$ cat config.mk
export PLATFORM = sky130hd
export DESIGN_NAME = command_argument_tokenizer_core_flat
export DESIGN_NICKNAME = d
export VERILOG_FILES = /design/src/hw/rtl/cat_pkg.sv /design/src/hw/rtl/cat_stream_if.sv /design/src/hw/rtl/cat_front.sv /design/src/hw/rtl/cat_queue.sv /design/src/hw/rtl/cat_back.sv /design/src/hw/rtl/command_argument_tokenizer_core.sv /design/src/flat_wrapper.sv
export VERILOG_INCLUDE_DIRS = /design/src /design/src/hw/rtl
export SDC_FILE = /design/constraint.sdc
export NUM_CORES = 1
export LEC_CHECK = 0
export ABC_AREA = 1
export BUFFER_PORTS_ARGS = -buffer_cell sky130_fd_sc_hd__buf_2
export CORE_MARGIN = 3
export CORE_UTILIZATION = 60
export CTS_BUF_LIST = sky130_fd_sc_hd__clkbuf_4 sky130_fd_sc_hd__clkbuf_8
export DETAILED_ROUTE_END_ITERATION = 7
export GPL_ROUTABILITY_DRIVEN = 0
export PLACE_DENSITY_LB_ADDON = 0.25
export SLEW_MARGIN = 5
export SYNTH_ARGS = -nofsm -noshare
export SYNTH_HDL_FRONTEND = slang
export SYNTH_SLANG_ARGS = --single-unit
$ cat constraint.sdc
create_clock -name clk -period 4.7 [get_ports clk]
set_clock_uncertainty 0.2 [all_clocks]
set_input_delay 0.47 -clock clk [delete_from_list [all_inputs] [get_ports clk]]
set_output_delay 0.47 -clock clk [all_outputs]
set_load 0.02 [all_outputs]
$ cat src/hw/rtl/command_argument_tokenizer_core_defines.svh
// Assertion macros shared by the tokenizer RTL.
// Define ASSERT_OFF to compile every check away.
`ifndef COMMAND_ARGUMENT_TOKENIZER_CORE_DEFINES_SVH
`define COMMAND_ARGUMENT_TOKENIZER_CORE_DEFINES_SVH

`ifndef ASSERT_OFF
// Property holds on every clock edge outside reset.
`define CAT_ASSERT_ALWAYS(lbl, expr) \
  lbl: assert property (@(posedge clk) disable iff (rst) (expr)) \
    else $error("check failed");
// Antecedent implies consequent in the same cycle.
`define CAT_ASSERT_SAME(lbl, ante, cons) \
  lbl: assert property (@(posedge clk) disable iff (rst) (ante) |-> (cons)) \
    else $error("check failed");
// Antecedent implies consequent in the next cycle.
`define CAT_ASSERT_NEXT(lbl, ante, cons) \
  lbl: assert property (@(posedge clk) disable iff (rst) (ante) |=> (cons)) \
    else $error("check failed");
`else
`define CAT_ASSERT_ALWAYS(lbl, expr)
`define CAT_ASSERT_SAME(lbl, ante, cons)
`define CAT_ASSERT_NEXT(lbl, ante, cons)
`endif

`endif

$ cat src/hw/rtl/cat_pkg.sv
// Package of the command argument tokenizer: item types, codes, constants.
// Used by every module of the block; depends on nothing.
`timescale 1ns / 1ps

package cat_pkg;

  localparam int LINE_BYTES_DEFAULT = 256;
  localparam int MAX_ARGS_DEFAULT   = 8;
  localparam int QUEUE_DEPTH        = 4;

  // Result kinds
  localparam logic [1:0] KIND_NAME    = 2'd0;
  localparam logic [1:0] KIND_ARG     = 2'd1;
  localparam logic [1:0] KIND_SUMMARY = 2'd2;

  // Summary status codes
  localparam logic [1:0] STATUS_OK       = 2'd0;
  localparam logic [1:0] STATUS_NO_NAME  = 2'd1;
  localparam logic [1:0] STATUS_TOO_LONG = 2'd2;

  // Characters
  localparam logic [7:0] CH_SPACE  = 8'h20;
  localparam logic [7:0] CH_TAB    = 8'h09;
  localparam logic [7:0] CH_CR     = 8'h0D;
  localparam logic [7:0] CH_LF     = 8'h0A;
  localparam logic [7:0] CH_NUL    = 8'h00;
  localparam logic [7:0] CH_LPAREN = 8'h28;
  localparam logic [7:0] CH_RPAREN = 8'h29;
  localparam logic [7:0] CH_COMMA  = 8'h2C;
  localparam logic [7:0] CH_SEMI   = 8'h3B;

  typedef enum logic [2:0] {
    PH_LEAD,
    PH_NAME,
    PH_AFTER,
    PH_BRACKET,
    PH_BLANKARGS,
    PH_END,
    PH_NONAME
  } phase_t;

  typedef struct packed {
    logic [7:0] byte_value;
    logic       last_byte;
  } in_item_t;

  typedef struct packed {
    logic [1:0] token_kind;
    logic [7:0] token_offset;
    logic [8:0] token_size;
    logic [3:0] arg_total;
    logic [1:0] parse_status;
    logic       end_of_run;
  } out_item_t;

  // One queue entry: the results caused by one byte (token first, then summary).
  typedef struct packed {
    logic       tok_valid;
    logic [1:0] tok_kind;
    logic [7:0] tok_offset;
    logic [8:0] tok_length;
    logic [3:0] tok_total;
    logic       sum_valid;
    logic [1:0] sum_status;
    logic [3:0] sum_total;
  } step_rec_t;

  function automatic logic is_blank(input logic [7:0] c);
    return (c == CH_SPACE) || (c == CH_TAB) || (c == CH_CR);
  endfunction

  function automatic logic is_sep(input logic [7:0] c);
    return (c == CH_COMMA) || (c == CH_SEMI);
  endfunction

  function automatic logic is_term(input logic [7:0] c);
    return (c == CH_LF) || (c == CH_NUL);
  endfunction

endpackage

$ cat src/hw/rtl/cat_stream_if.sv
// Valid/ready stream channel carrying one payload item per transaction.
// Payload type is set per instance; no package dependency.
`timescale 1ns / 1ps

interface cat_stream_if #(
  parameter type payload_t = logic
);
  logic     valid;
  logic     ready;
  payload_t data;

  modport source (output valid, output data, input ready);
  modport sink (input valid, input data, output ready);
endinterface

$ cat src/hw/rtl/cat_front.sv
// Front end: accepts bytes, runs the line scanner, emits one step record per
// byte that causes results. Depends on cat_pkg and cat_stream_if.
`timescale 1ns / 1ps
`include "command_argument_tokenizer_core_defines.svh"

module cat_front #(
  parameter int LINE_BYTES = cat_pkg::LINE_BYTES_DEFAULT,
  parameter int MAX_ARGS   = cat_pkg::MAX_ARGS_DEFAULT
) (
  input  logic               clk,
  input  logic               rst,
  cat_stream_if.sink         byte_in,
  input  logic               room,
  output logic               push,
  output cat_pkg::step_rec_t rec
);
  import cat_pkg::*;

  localparam int POS_RAW = $clog2(LINE_BYTES + 1);
  localparam int POS_W   = (POS_RAW < 9) ? 9 : POS_RAW;
  localparam int ARG_RAW = $clog2(MAX_ARGS + 1);
  localparam int ARG_W   = (ARG_RAW < 4) ? 4 : ARG_RAW;

  phase_t             phase, phase_next;
  logic [POS_W-1:0]   byte_position, byte_position_next;
  logic [POS_W-1:0]   token_begin, token_begin_next;
  logic               inside_token, inside_token_next;
  logic [ARG_W-1:0]   args_found, args_found_next;
  logic               overflow_seen, overflow_seen_next;

  // Step decisions shared by the output block
  logic               emit_take;
  logic               emit_take_arg;
  logic [ARG_W-1:0]   take_total;
  logic               emit_close;
  logic               close_arg;
  logic [POS_W-1:0]   close_begin;
  logic [POS_W-1:0]   close_pos;
  logic [ARG_W-1:0]   final_total;
  logic [1:0]         final_status;

  logic               accept;
  logic [7:0]         c;
  logic               last;

  assign byte_in.ready = room;
  assign accept        = byte_in.valid && room;
  assign c             = byte_in.data.byte_value;
  assign last          = byte_in.data.last_byte;

  // Next state of the scanner for the byte on the input
  always_comb begin
    phase_t           ph;
    logic             ins;
    logic [POS_W-1:0] beg;
    logic [ARG_W-1:0] args;
    logic             take;
    logic [POS_W-1:0] pos;
    logic             ovf;

    ph            = phase;
    ins           = inside_token;
    beg           = token_begin;
    args          = args_found;
    emit_take     = 1'b0;
    emit_take_arg = 1'b0;
    take          = (byte_position < POS_W'(LINE_BYTES));
    ovf           = overflow_seen || !take;
    pos           = take ? POS_W'(byte_position + 1'b1) : byte_position;

    if (take) begin
      unique case (phase)
        PH_LEAD: begin
          if (!is_blank(c)) begin
            if (c == CH_LPAREN || is_sep(c)) begin
              ph = PH_NONAME;
            end else begin
              beg = byte_position;
              ins = 1'b1;
              ph  = PH_NAME;
            end
          end
        end
        PH_NAME: begin
          if (c == CH_LPAREN || is_blank(c) || is_sep(c)) begin
            emit_take = 1'b1;
            ins       = 1'b0;
            if (c == CH_LPAREN) ph = PH_BRACKET;
            else if (is_blank(c)) ph = PH_AFTER;
            else ph = PH_BLANKARGS;
          end
        end
        PH_AFTER: begin
          if (!is_blank(c)) begin
            if (c == CH_LPAREN) begin
              ph = PH_BRACKET;
            end else begin
              ph = PH_BLANKARGS;
              if (!is_sep(c)) begin
                if (c == CH_RPAREN || is_term(c)) begin
                  ph = PH_END;
                end else begin
                  beg = byte_position;
                  ins = 1'b1;
                end
              end
            end
          end
        end
        PH_BRACKET, PH_BLANKARGS: begin
          if (inside_token) begin
            if (is_sep(c) || is_blank(c) || c == CH_RPAREN) begin
              args          = ARG_W'(args_found + 1'b1);
              emit_take     = 1'b1;
              emit_take_arg = 1'b1;
              ins           = 1'b0;
              if (args >= ARG_W'(MAX_ARGS) || c == CH_RPAREN) ph = PH_END;
            end
          end else if (!is_blank(c) && !is_sep(c)) begin
            if (c == CH_RPAREN || is_term(c)) begin
              ph = PH_END;
            end else begin
              beg = byte_position;
              ins = 1'b1;
            end
          end
        end
        default: begin
        end
      endcase
    end

    take_total  = args;
    emit_close  = last && ins;
    close_arg   = (ph != PH_NAME);
    close_begin = beg;
    close_pos   = pos;
    if (emit_close && close_arg) args = ARG_W'(args + 1'b1);
    final_total = args;
    if (ovf) final_status = STATUS_TOO_LONG;
    else if (ph == PH_LEAD || ph == PH_NONAME) final_status = STATUS_NO_NAME;
    else final_status = STATUS_OK;

    if (last) begin
      // Close the line and start over
      phase_next         = PH_LEAD;
      byte_position_next = '0;
      token_begin_next   = '0;
      inside_token_next  = 1'b0;
      args_found_next    = '0;
      overflow_seen_next = 1'b0;
    end else begin
      phase_next         = ph;
      byte_position_next = pos;
      token_begin_next   = beg;
      inside_token_next  = ins;
      args_found_next    = args;
      overflow_seen_next = ovf;
    end
  end

  // Step record for the queue
  always_comb begin
    logic [POS_W-1:0] take_len;
    logic [POS_W-1:0] close_len;

    take_len       = POS_W'(byte_position - token_begin);
    close_len      = POS_W'(close_pos - close_begin);
    rec            = '0;
    rec.tok_valid  = emit_take || emit_close;
    if (emit_take) begin
      rec.tok_kind   = emit_take_arg ? KIND_ARG : KIND_NAME;
      rec.tok_offset = token_begin[7:0];
      rec.tok_length = take_len[8:0];
      rec.tok_total  = take_total[3:0];
    end else begin
      rec.tok_kind   = close_arg ? KIND_ARG : KIND_NAME;
      rec.tok_offset = close_begin[7:0];
      rec.tok_length = close_len[8:0];
      rec.tok_total  = final_total[3:0];
    end
    rec.sum_valid  = last;
    rec.sum_status = final_status;
    rec.sum_total  = final_total[3:0];
    push           = accept && (rec.tok_valid || rec.sum_valid);
  end

  always_ff @(posedge clk) begin
    if (rst) begin
      phase         <= PH_LEAD;
      byte_position <= '0;
      token_begin   <= '0;
      inside_token  <= 1'b0;
      args_found    <= '0;
      overflow_seen <= 1'b0;
    end else if (accept) begin
      phase         <= phase_next;
      byte_position <= byte_position_next;
      token_begin   <= token_begin_next;
      inside_token  <= inside_token_next;
      args_found    <= args_found_next;
      overflow_seen <= overflow_seen_next;
    end
  end

  `CAT_ASSERT_ALWAYS(a_args_bounded, args_found <= ARG_W'(MAX_ARGS))
  `CAT_ASSERT_ALWAYS(a_pos_bounded, byte_position <= POS_W'(LINE_BYTES))
  `CAT_ASSERT_SAME(a_no_token_after_end, phase == PH_END || phase == PH_NONAME,
                   !inside_token)
  `CAT_ASSERT_NEXT(a_line_restart, accept && last,
                   byte_position == '0 && phase == PH_LEAD && args_found == '0)

endmodule

$ cat src/hw/rtl/cat_queue.sv
// Short queue of step records between scanner and result emitter.
// Depends on cat_pkg.
`timescale 1ns / 1ps

module cat_queue (
  input  logic               clk,
  input  logic               rst,
  input  logic               push,
  input  cat_pkg::step_rec_t push_rec,
  output logic               room,
  input  logic               pop,
  output logic               head_valid,
  output cat_pkg::step_rec_t head
);
  import cat_pkg::*;

  localparam int PTR_W = $clog2(QUEUE_DEPTH);
  localparam int CNT_W = $clog2(QUEUE_DEPTH + 1);

  step_rec_t        slots [QUEUE_DEPTH];
  logic [PTR_W-1:0] wr_ptr;
  logic [PTR_W-1:0] rd_ptr;
  logic [CNT_W-1:0] count;

  assign room       = (count != CNT_W'(QUEUE_DEPTH));
  assign head_valid = (count != '0);
  assign head       = slots[rd_ptr];

  always_ff @(posedge clk) begin
    if (push) slots[wr_ptr] <= push_rec;
  end

  always_ff @(posedge clk) begin
    if (rst) begin
      wr_ptr <= '0;
      rd_ptr <= '0;
      count  <= '0;
    end else begin
      if (push) wr_ptr <= PTR_W'(wr_ptr + 1'b1);
      if (pop) rd_ptr <= PTR_W'(rd_ptr + 1'b1);
      if (push && !pop) count <= CNT_W'(count + 1'b1);
      else if (pop && !push) count <= CNT_W'(count - 1'b1);
    end
  end

endmodule

$ cat src/hw/rtl/cat_back.sv
// Back end: unpacks step records into result transactions through an
// output register. Depends on cat_pkg and cat_stream_if.
`timescale 1ns / 1ps
`include "command_argument_tokenizer_core_defines.svh"

module cat_back (
  input  logic               clk,
  input  logic               rst,
  input  logic               head_valid,
  input  cat_pkg::step_rec_t head,
  output logic               pop,
  cat_stream_if.source       token_out
);
  import cat_pkg::*;

  logic      out_valid;
  out_item_t out_data;
  logic      tok_done;
  logic      load;
  logic      sel_tok;
  out_item_t next_item;

  assign load    = head_valid && (!out_valid || token_out.ready);
  assign sel_tok = head.tok_valid && !tok_done;
  // Retire the entry once its last result is loaded
  assign pop     = load && !(sel_tok && head.sum_valid);

  always_comb begin
    if (sel_tok) begin
      next_item.token_kind   = head.tok_kind;
      next_item.token_offset = head.tok_offset;
      next_item.token_size   = head.tok_length;
      next_item.arg_total    = head.tok_total;
      next_item.parse_status = STATUS_OK;
      next_item.end_of_run   = 1'b0;
    end else begin
      next_item.token_kind   = KIND_SUMMARY;
      next_item.token_offset = '0;
      next_item.token_size   = '0;
      next_item.arg_total    = head.sum_total;
      next_item.parse_status = head.sum_status;
      next_item.end_of_run   = 1'b1;
    end
  end

  always_ff @(posedge clk) begin
    if (rst) begin
      out_valid <= 1'b0;
      tok_done  <= 1'b0;
    end else begin
      if (load) out_valid <= 1'b1;
      else if (token_out.ready) out_valid <= 1'b0;
      if (load) tok_done <= !pop;
    end
  end

  always_ff @(posedge clk) begin
    if (load) out_data <= next_item;
  end

  assign token_out.valid = out_valid;
  assign token_out.data  = out_data;

  `CAT_ASSERT_SAME(a_split_entry, tok_done,
                   head_valid && head.tok_valid && head.sum_valid)
  `CAT_ASSERT_SAME(a_entry_not_empty, head_valid, head.tok_valid || head.sum_valid)

endmodule

$ cat src/hw/rtl/command_argument_tokenizer_core.sv
// Top level of the command argument tokenizer: scanner, queue, emitter.
// Depends on cat_pkg, cat_stream_if, cat_front, cat_queue and cat_back.
//
//   channel    dir  payload                                   role
//   byte_in    in   byte_value, last_byte                     one line byte
//   token_out  out  token_kind, token_offset, token_size,     name, argument
//                   arg_total, parse_status, end_of_run       or line summary
//
// The scanner takes one byte per cycle while the queue has room; a byte's
// results pass through the step queue and then the output register.
// The emitter sends one result per cycle while token_out is ready; a last
// line byte that closes a token yields two results, token then summary.
// The four-entry step queue absorbs that burst; byte_in stalls only while it
// is full, and token_out stalls back into the queue without losing data.
// Reset (rst, synchronous) returns the scanner to leading-blank skip and
// empties queue and output register.
`timescale 1ns / 1ps

module command_argument_tokenizer_core #(
  parameter int LINE_BYTES = cat_pkg::LINE_BYTES_DEFAULT,
  parameter int MAX_ARGS   = cat_pkg::MAX_ARGS_DEFAULT
) (
  input  logic         clk,
  input  logic         rst,
  cat_stream_if.sink   byte_in,
  cat_stream_if.source token_out
);
  import cat_pkg::*;

  // Front to queue
  logic      push;
  step_rec_t push_rec;
  logic      room;
  // Queue to back
  logic      pop;
  logic      head_valid;
  step_rec_t head;

  // Scanner: classify each byte and track the line phase
  cat_front #(
    .LINE_BYTES (LINE_BYTES),
    .MAX_ARGS   (MAX_ARGS)
  ) u_front (
    .clk     (clk),
    .rst     (rst),
    .byte_in (byte_in),
    .room    (room),
    .push    (push),
    .rec     (push_rec)
  );

  // Hold step records so both sides stall on their own
  cat_queue u_queue (
    .clk        (clk),
    .rst        (rst),
    .push       (push),
    .push_rec   (push_rec),
    .room       (room),
    .pop        (pop),
    .head_valid (head_valid),
    .head       (head)
  );

  // Emitter: token first, then summary, one transaction per cycle while token_out is ready
  cat_back u_back (
    .clk        (clk),
    .rst        (rst),
    .head_valid (head_valid),
    .head       (head),
    .pop        (pop),
    .token_out  (token_out)
  );

endmodule

$ cat src/flat_wrapper.sv
// flat-port wrapper written by rule: the top's interface ports become plain ports
module command_argument_tokenizer_core_flat import cat_pkg::*;
#(
  parameter int LINE_BYTES = cat_pkg::LINE_BYTES_DEFAULT,
  parameter int MAX_ARGS   = cat_pkg::MAX_ARGS_DEFAULT
)
  (clk, rst, byte_in_valid, byte_in_data, byte_in_ready, token_out_valid, token_out_data, token_out_ready);
  cat_stream_if #(.payload_t(in_item_t)) byte_in_i ();
  cat_stream_if #(.payload_t(out_item_t)) token_out_i ();
  input  logic clk;
  input  logic rst;
  input wire logic [$bits(byte_in_i.valid)-1:0] byte_in_valid;
  input wire logic [$bits(byte_in_i.data)-1:0] byte_in_data;
  output wire logic [$bits(byte_in_i.ready)-1:0] byte_in_ready;
  output wire logic [$bits(token_out_i.valid)-1:0] token_out_valid;
  output wire logic [$bits(token_out_i.data)-1:0] token_out_data;
  input wire logic [$bits(token_out_i.ready)-1:0] token_out_ready;
  assign byte_in_i.valid = byte_in_valid;
  assign byte_in_i.data = byte_in_data;
  assign byte_in_ready = byte_in_i.ready;
  assign token_out_valid = token_out_i.valid;
  assign token_out_data = token_out_i.data;
  assign token_out_i.ready = token_out_ready;
  command_argument_tokenizer_core #(.LINE_BYTES(LINE_BYTES), .MAX_ARGS(MAX_ARGS)) u_core (.clk(clk), .rst(rst), .byte_in(byte_in_i), .token_out(token_out_i));
endmodule
==> reports/qor.txt, run 1 <==
Status: complete, no violations
Nets: 1040
Global-route wire length before repair: 29800 um
Max transition margin: 0.519
Register area share after synthesis: 0.574
Yosys top cell by area: edfxtp_1
Met1 wire length: 8210 um
Post-synthesis async set-or-reset flop share: 0
Worst Setup End Kind: flip-flop
CP max stage cell: dfxtp_2
Hold Path Origin: byte_in_data[0]
Max-Cap Viols: 0
Worst-Skew Late Latency: 0.46 ns
Htree depth: 4
Metal3 WL: 1330 um
Ant. Diodes: 0
Post-CTS setup buffers: 0
Actual slew at the worst max-slew pin: 0.713 ns
Synth top area share: 0.489
Initial DRC count: 620
Buffers added on ports: 40
Synth warn: 0
Area after DPL: 9350 um2
Dpl hpwl: 12200 um
Layout cells sized above 1: 0.138
Vias per cell: 5.55
Slew Limit Fails: 0
Setup TNS: 0 ns
Pin count of the biggest net entering global routing: 45
Fmax: 268 MHz
Routed len/inst: 15.6 um
Worst path most repeated cell: o21ai_0
Post-detailed-routing wire length: 18600 um
Root Driver: clkbuf_8
Critical Path RT: 4.85 ns
Worst-path maximum fanout: 34
WHS Endpoint: u_core.u_queue.slots[1][6]
CTS clock-pin slew for the worst setup and hold paths: 0.09 ns
Synth-to-Final Area Change: 8.69%
Period utilization: 0.793
Die Wd: 128 um
Count leader, synth: nor2_1
Die H: 128 um
Placed Cells: 1166
Post-synth net total: 1006
Mean Syn Cell Area: 9.27 um2
Sink Count: 184
Final setup fails: 0
Routed length on met2: 8890 um
Post-route ant nets: 0
Worst hold path depth: 1
Crit Path Class: flip-flop to flip-flop
CP Cell Sequence: o21ai_0, o22ai_1, inv_1, nor2_2, inv_2, a221o_1, nand2_1, ha_1, inv_1, fa_1, a21oi_1, o21ai_0, o21ai_0, a21oi_1
Row count: 44
Final instance area: 9740 um2
Io pins: 41
R2R Setup Slk: 0.98 ns
DR pass1 iterations: 5
Core Area: 14600 um2
Synth Register Bits: 184
Worst hold slack: 0.0919 ns
Tmin final: 3.72 ns
Peak supply drop: 0.000241 V
Initial antenna violation count: 0
Hold bufs inserted after CTS: 0
Vias in the first global route: 6007
Post-synth EDFFs: 146
Total track usage: 0.233
Prevailing post-synth register cell: edfxtp_1
Crit Reg-Reg Endpoint: u_core.u_queue.count[2]
Lkg Pwr: 3.89 nW
CTS tree: done
Vias: 6648
Worst R2R Path Depth: 14
Synth unique cells: 46
Synth area leaders: edfxtp_1 49%, dfxtp_1 8.5%, nor2_1 7.0%
Startpoint types: flip-flop
Fill cells: 1141
Grt ovf: 0
Top cells by count, synth: 167 x nor2_1, 160 x nand2_1, 146 x edfxtp_1, 91 x inv_1, 90 x o21ai_0
Total die area: 16400 um2
CP peak stage delay: 0.76 ns
Fin util: 0.667
Final count of hold timing violations: 0
Starting Density: 0.614
Clock buffer depth: 2
Syn Inst Count: 967
CTS buffer count: 17
RSZ-0062 raised after global routing: no
Top Metal Used: met4
Post-CTS resize count: 0
CP arrival: 3.88 ns
Post-Syn Area: 8960 um2
Worst hold path type: input pin to flip-flop
Non-filler cells, final: 1198
PD cells: 468 nW/um2
DRC: 0
-- state kept, by name, indices dropped and copies added, names as in the netlist, named ones only --
signal / count
u_core.u_queue.slots: 120
u_core.u_back.token_out.data: 26
u_core.u_front.byte_position: 9
u_core.u_front.token_begin: 9
u_core.u_front.args_found: 4
u_core.u_front.phase: 3
u_core.u_queue.count: 3
u_core.u_queue.rd_ptr: 2
u_core.u_queue.wr_ptr: 2
u_core.u_back.tok_done: 1
u_core.u_back.token_out.valid: 1
u_core.u_front.inside_token: 1
u_core.u_front.overflow_seen: 1
-- worst max-delay path: cells and delay by family, from the launching register on --
kind,cells,cell delay (ns)
AO/OA/AOI/OAI,7,1.18
adder cells (fa/ha/maj),2,0.57
buffers and inverters,3,0.44
flip-flops,1,0.76
AND/OR/NAND/NOR,2,0.42
-- how the worst max path moves through the flow --
stage,start,to,slack [ns]
6_report,flip-flop,u_core.u_queue.count[2],0.98
5_1_grt,flip-flop,u_core.u_queue.count[2],0.72
4_1_cts,flip-flop,u_core.u_queue.count[2],0.94
3_5_place_dp,byte_in_data[8],u_core.u_queue.slots[1][18],0.84
3_3_place_gp,byte_in_data[8],u_core.u_queue.slots[1][18],0.90
2_1_floorplan,u_core.u_queue.count[0],u_core.u_queue.count[1],1.18
-- power breakdown --
part | internal, mW | switching (mW) | total (mW)
Clock | 0.499 | 0.549 | 1.05
Combinational | 0.389 | 0.954 | 1.34
Sequential | 2.06 | 0.105 | 2.16
-- routing by layer --
metal  vias up  track usage
met1      3080        0.322
met3        23       0.0488
li1       3302            -
met2       243        0.373
met5         -            0
met4         0       0.0699
-- metrics by stage --
| step | setup slack, ns | total power, mW |
|---|---|---|
| 4_1_cts | 0.935 | 4.58 |
| 2_1_floorplan | 1.18 | 3.13 |
| 3_3_place_gp | 0.897 | 3.52 |
| 3_5_place_dp | 0.837 | 3.54 |
| 5_1_grt | 0.723 | 4.79 |
| 6_report | 0.975 | 4.55 |
-- final cells by class --
cell class	count	area, um2	share of cell area
Sequential cell	184	5150	0.528
Multi-Input combinational cell	642	3300	0.338
Inverter	105	394	0.0405
Timing Repair Buffer	51	283	0.0290
Clock buffer	21	264	0.0271
Tap cell	184	230	0.0236
Clock inverter	11	125	0.0128
-- cells by family after synthesis --
| kind of cell | Yosys count | synth area share |
|---|---|---|
| xor gates and xnor gates | 16 | 0.0165 |
| AOI/OAI and AO/OA | 197 | 0.118 |
| DFF | 184 | 0.574 |
| and+or+nand+nor | 402 | 0.191 |
| muxes | 1 | 0.00112 |
| buffers and inverters | 141 | 0.0607 |
| adders and majority gates | 26 | 0.0380 |
-- cells in the final DEF (no fill, tap or decap), types with 6 or more instances in the layout --
master    count
dfxtp_1      37
a21oi_1      70
xnor2_1       6
nand2_1     160
nand3_1      28
inv_1        91
nand2_2      11
o22ai_1       7
o21ai_1       9
nor2_2       12
o21ai_0      90
inv_2        14
clkbuf_8     17
ha_1         24
buf_2        40
buf_4        11
nand4_1       7
edfxtp_1    146
xor2_1        9
nor2_1      163
(Power assumes the default switching activity.)
==> run 2: changes to the inputs <==
==> constraint.sdc (replaced) <==
create_clock -name clk -period 3.6 [get_ports clk]
set_clock_uncertainty 0.2 [all_clocks]
set_input_delay 0.36 -clock clk [delete_from_list [all_inputs] [get_ports clk]]
set_output_delay 0.36 -clock clk [all_outputs]
set_load 0.02 [all_outputs]
==> reports/qor.txt, run 2 (synthesized netlist as in run 1, its figures left out) <==
Worst hold path type: input pin to flip-flop
Area after DPL: 9440 um2
Post-CTS resize count: 0
Vias: 6578
Slew Limit Fails: 0
Status: complete, no violations
Die H: 128 um
Total die area: 16400 um2
Clock Power Share: 0.228
Lkg Pwr: 3.96 nW
Crit Path Class: flip-flop to flip-flop
P_int: 3.81 mW
Dpl hpwl: 11900 um
Clock buffer depth: 2
Post-detailed-routing wire length: 17900 um
Commonest non-fill, non-tap cells in the layout: 163 x nor2_1, 160 x nand2_1, 146 x edfxtp_1, 91 x inv_1, 90 x o21ai_0
Final instance area: 9850 um2
Buffers added on ports: 40
Initial antenna violation count: 0
DR pass1 iterations: 5
R2R Setup Slk: 0.29 ns
Core Area: 14600 um2
Die Wd: 128 um
Pin count of the biggest net entering global routing: 55
Row count: 44
Vias in the first global route: 6065
CTS clock-pin slew for the worst setup and hold paths: 0.10 ns
Fin util: 0.675
Layout cells sized above 1: 0.148
Tmin final: 3.31 ns
Post-route ant nets: 0
Total track usage: 0.228
Starting Density: 0.614
Max reg flops: 120
Io pins: 41
Worst hold slack: 0.0733 ns
Most common cell after layout, fill and taps aside: nor2_1
Sw Ratio: 0.359
Setup TNS: 0 ns
Worst Path Buf+Inv: 2
Initial DRC count: 583
Final setup fails: 0
Period utilization: 0.920
Htree depth: 4
CP arrival: 3.32 ns
Root Driver: clkbuf_8
Synth-to-Final Area Change: 9.90%
Peak supply drop: 0.000312 V
Worst path most repeated cell: nand2_1
Worst Setup End Kind: flip-flop
Met1 Use GR: 0.315
NetSw: 2.13 mW
Startpoint types: flip-flop
Ant. Diodes: 0
Grt ovf: 0
Post-place setup slack: 0.0632 ns
Biggest register: u_core.u_queue.slots
CP top delay family: simple AND/OR/NAND/NOR gates
CP peak stage delay: 0.43 ns
RSZ-0062 raised after global routing: no
Sink Count: 184
PD cells: 603 nW/um2
CTS tree: done
Worst-Skew Late Latency: 0.46 ns
CP Cell Sequence: inv_2, nand2_1, nor2_2, nand2_1, and3_1, o21ai_2, nand2_1, o21ai_1, inv_1, ha_1, a21o_1, a221oi_1, nand3_1, nand3_1, nand2_1
Max transition margin: 0.536
Vias per cell: 5.43
Fmax: 302 MHz
Nets: 1053
Actual slew at the worst max-slew pin: 0.688 ns
Final worst setup slack: 0.288 ns
Part of the power in combinational logic: 0.303
Global-route wire length before repair: 29400 um
CTS buffer count: 17
Layer with the highest usage: met2
Worst-path maximum fanout: 13
GRT met3 Usage: 0.0454
Max-Cap Viols: 0
DRC: 0
Routed len/inst: 14.7 um
Critical Path RT: 3.61 ns
CP max stage cell: dfxtp_1
Met2 Use GR: 0.367
Final count of hold timing violations: 0
Seq pwr share: 0.469
## run 2: power groups by stage
| stage | registers (mW) | clock network [mW] | logic, mW |
|---|---|---|---|
| after floorplan | 3.03 | 0 | 1.05 |
| after global placement | 2.83 | 0 | 1.77 |
| after detailed placement | 2.83 | 0 | 1.80 |
| after CTS | 2.79 | 1.37 | 1.81 |
| after global routing | 2.81 | 1.48 | 2.01 |
| final | 2.78 | 1.36 | 1.80 |
## run 2: final cells by class
cell class                 instances  area, um2
tap                              184        230
clock buffer                      18        241
multi-input combinational        642       3300
fill                            1104       4740
clock inverter                    14        156
timing repair buffer              64        383
sequential                       184       5150
inverter                         105        394
## run 2: stage by stage
stage	instances	total power, mW
final	1211	5.94
after CTS	1211	5.97
after global routing	1211	6.31
after global placement	1178	4.60
after detailed placement	1178	4.63
after floorplan	967	4.08
## run 2: final timing paths
check	from	endpoint	cells after the start
worst max-delay path	u_core.u_front.phase[2]	u_core.u_queue.slots[1][18]	15
worst min-delay path	token_out_ready	u_core.u_back.token_out.valid	4
worst max register to register	u_core.u_front.phase[2]	u_core.u_queue.slots[1][18]	15
worst min register to register	u_core.u_front.overflow_seen	u_core.u_front.overflow_seen	2
## run 2: metal layers
layer / routed length, um / up-vias / part of all wire
met5: 0 / - / 0
met4: 226 / 0 / 0.013
met3: 1130 / 27 / 0.063
met2: 8410 / 187 / 0.47
met1: 8090 / 3035 / 0.45
li1: - / 3329 / -
## run 2: what timing repair did
| action | 4_1_cts | 5_1_grt |
|---|---|---|
| buffers inserted | 0 | 0 |
| endpoints found under the hold margin | 4 | 0 |
| hold buffers | 1 | 0 |
## run 2: worst register-to-register path, cell delays in order (launching register included)
cell and delay (ns):
dfxtp_1 0.43, inv_2 0.15, nand2_1 0.09, nor2_2 0.19, nand2_1 0.09, and3_1 0.22, o21ai_2 0.22, nand2_1 0.09
o21ai_1 0.13, inv_1 0.07, ha_1 0.34, a21o_1 0.22, a221oi_1 0.32, nand3_1 0.12, nand3_1 0.10, nand2_1 0.09
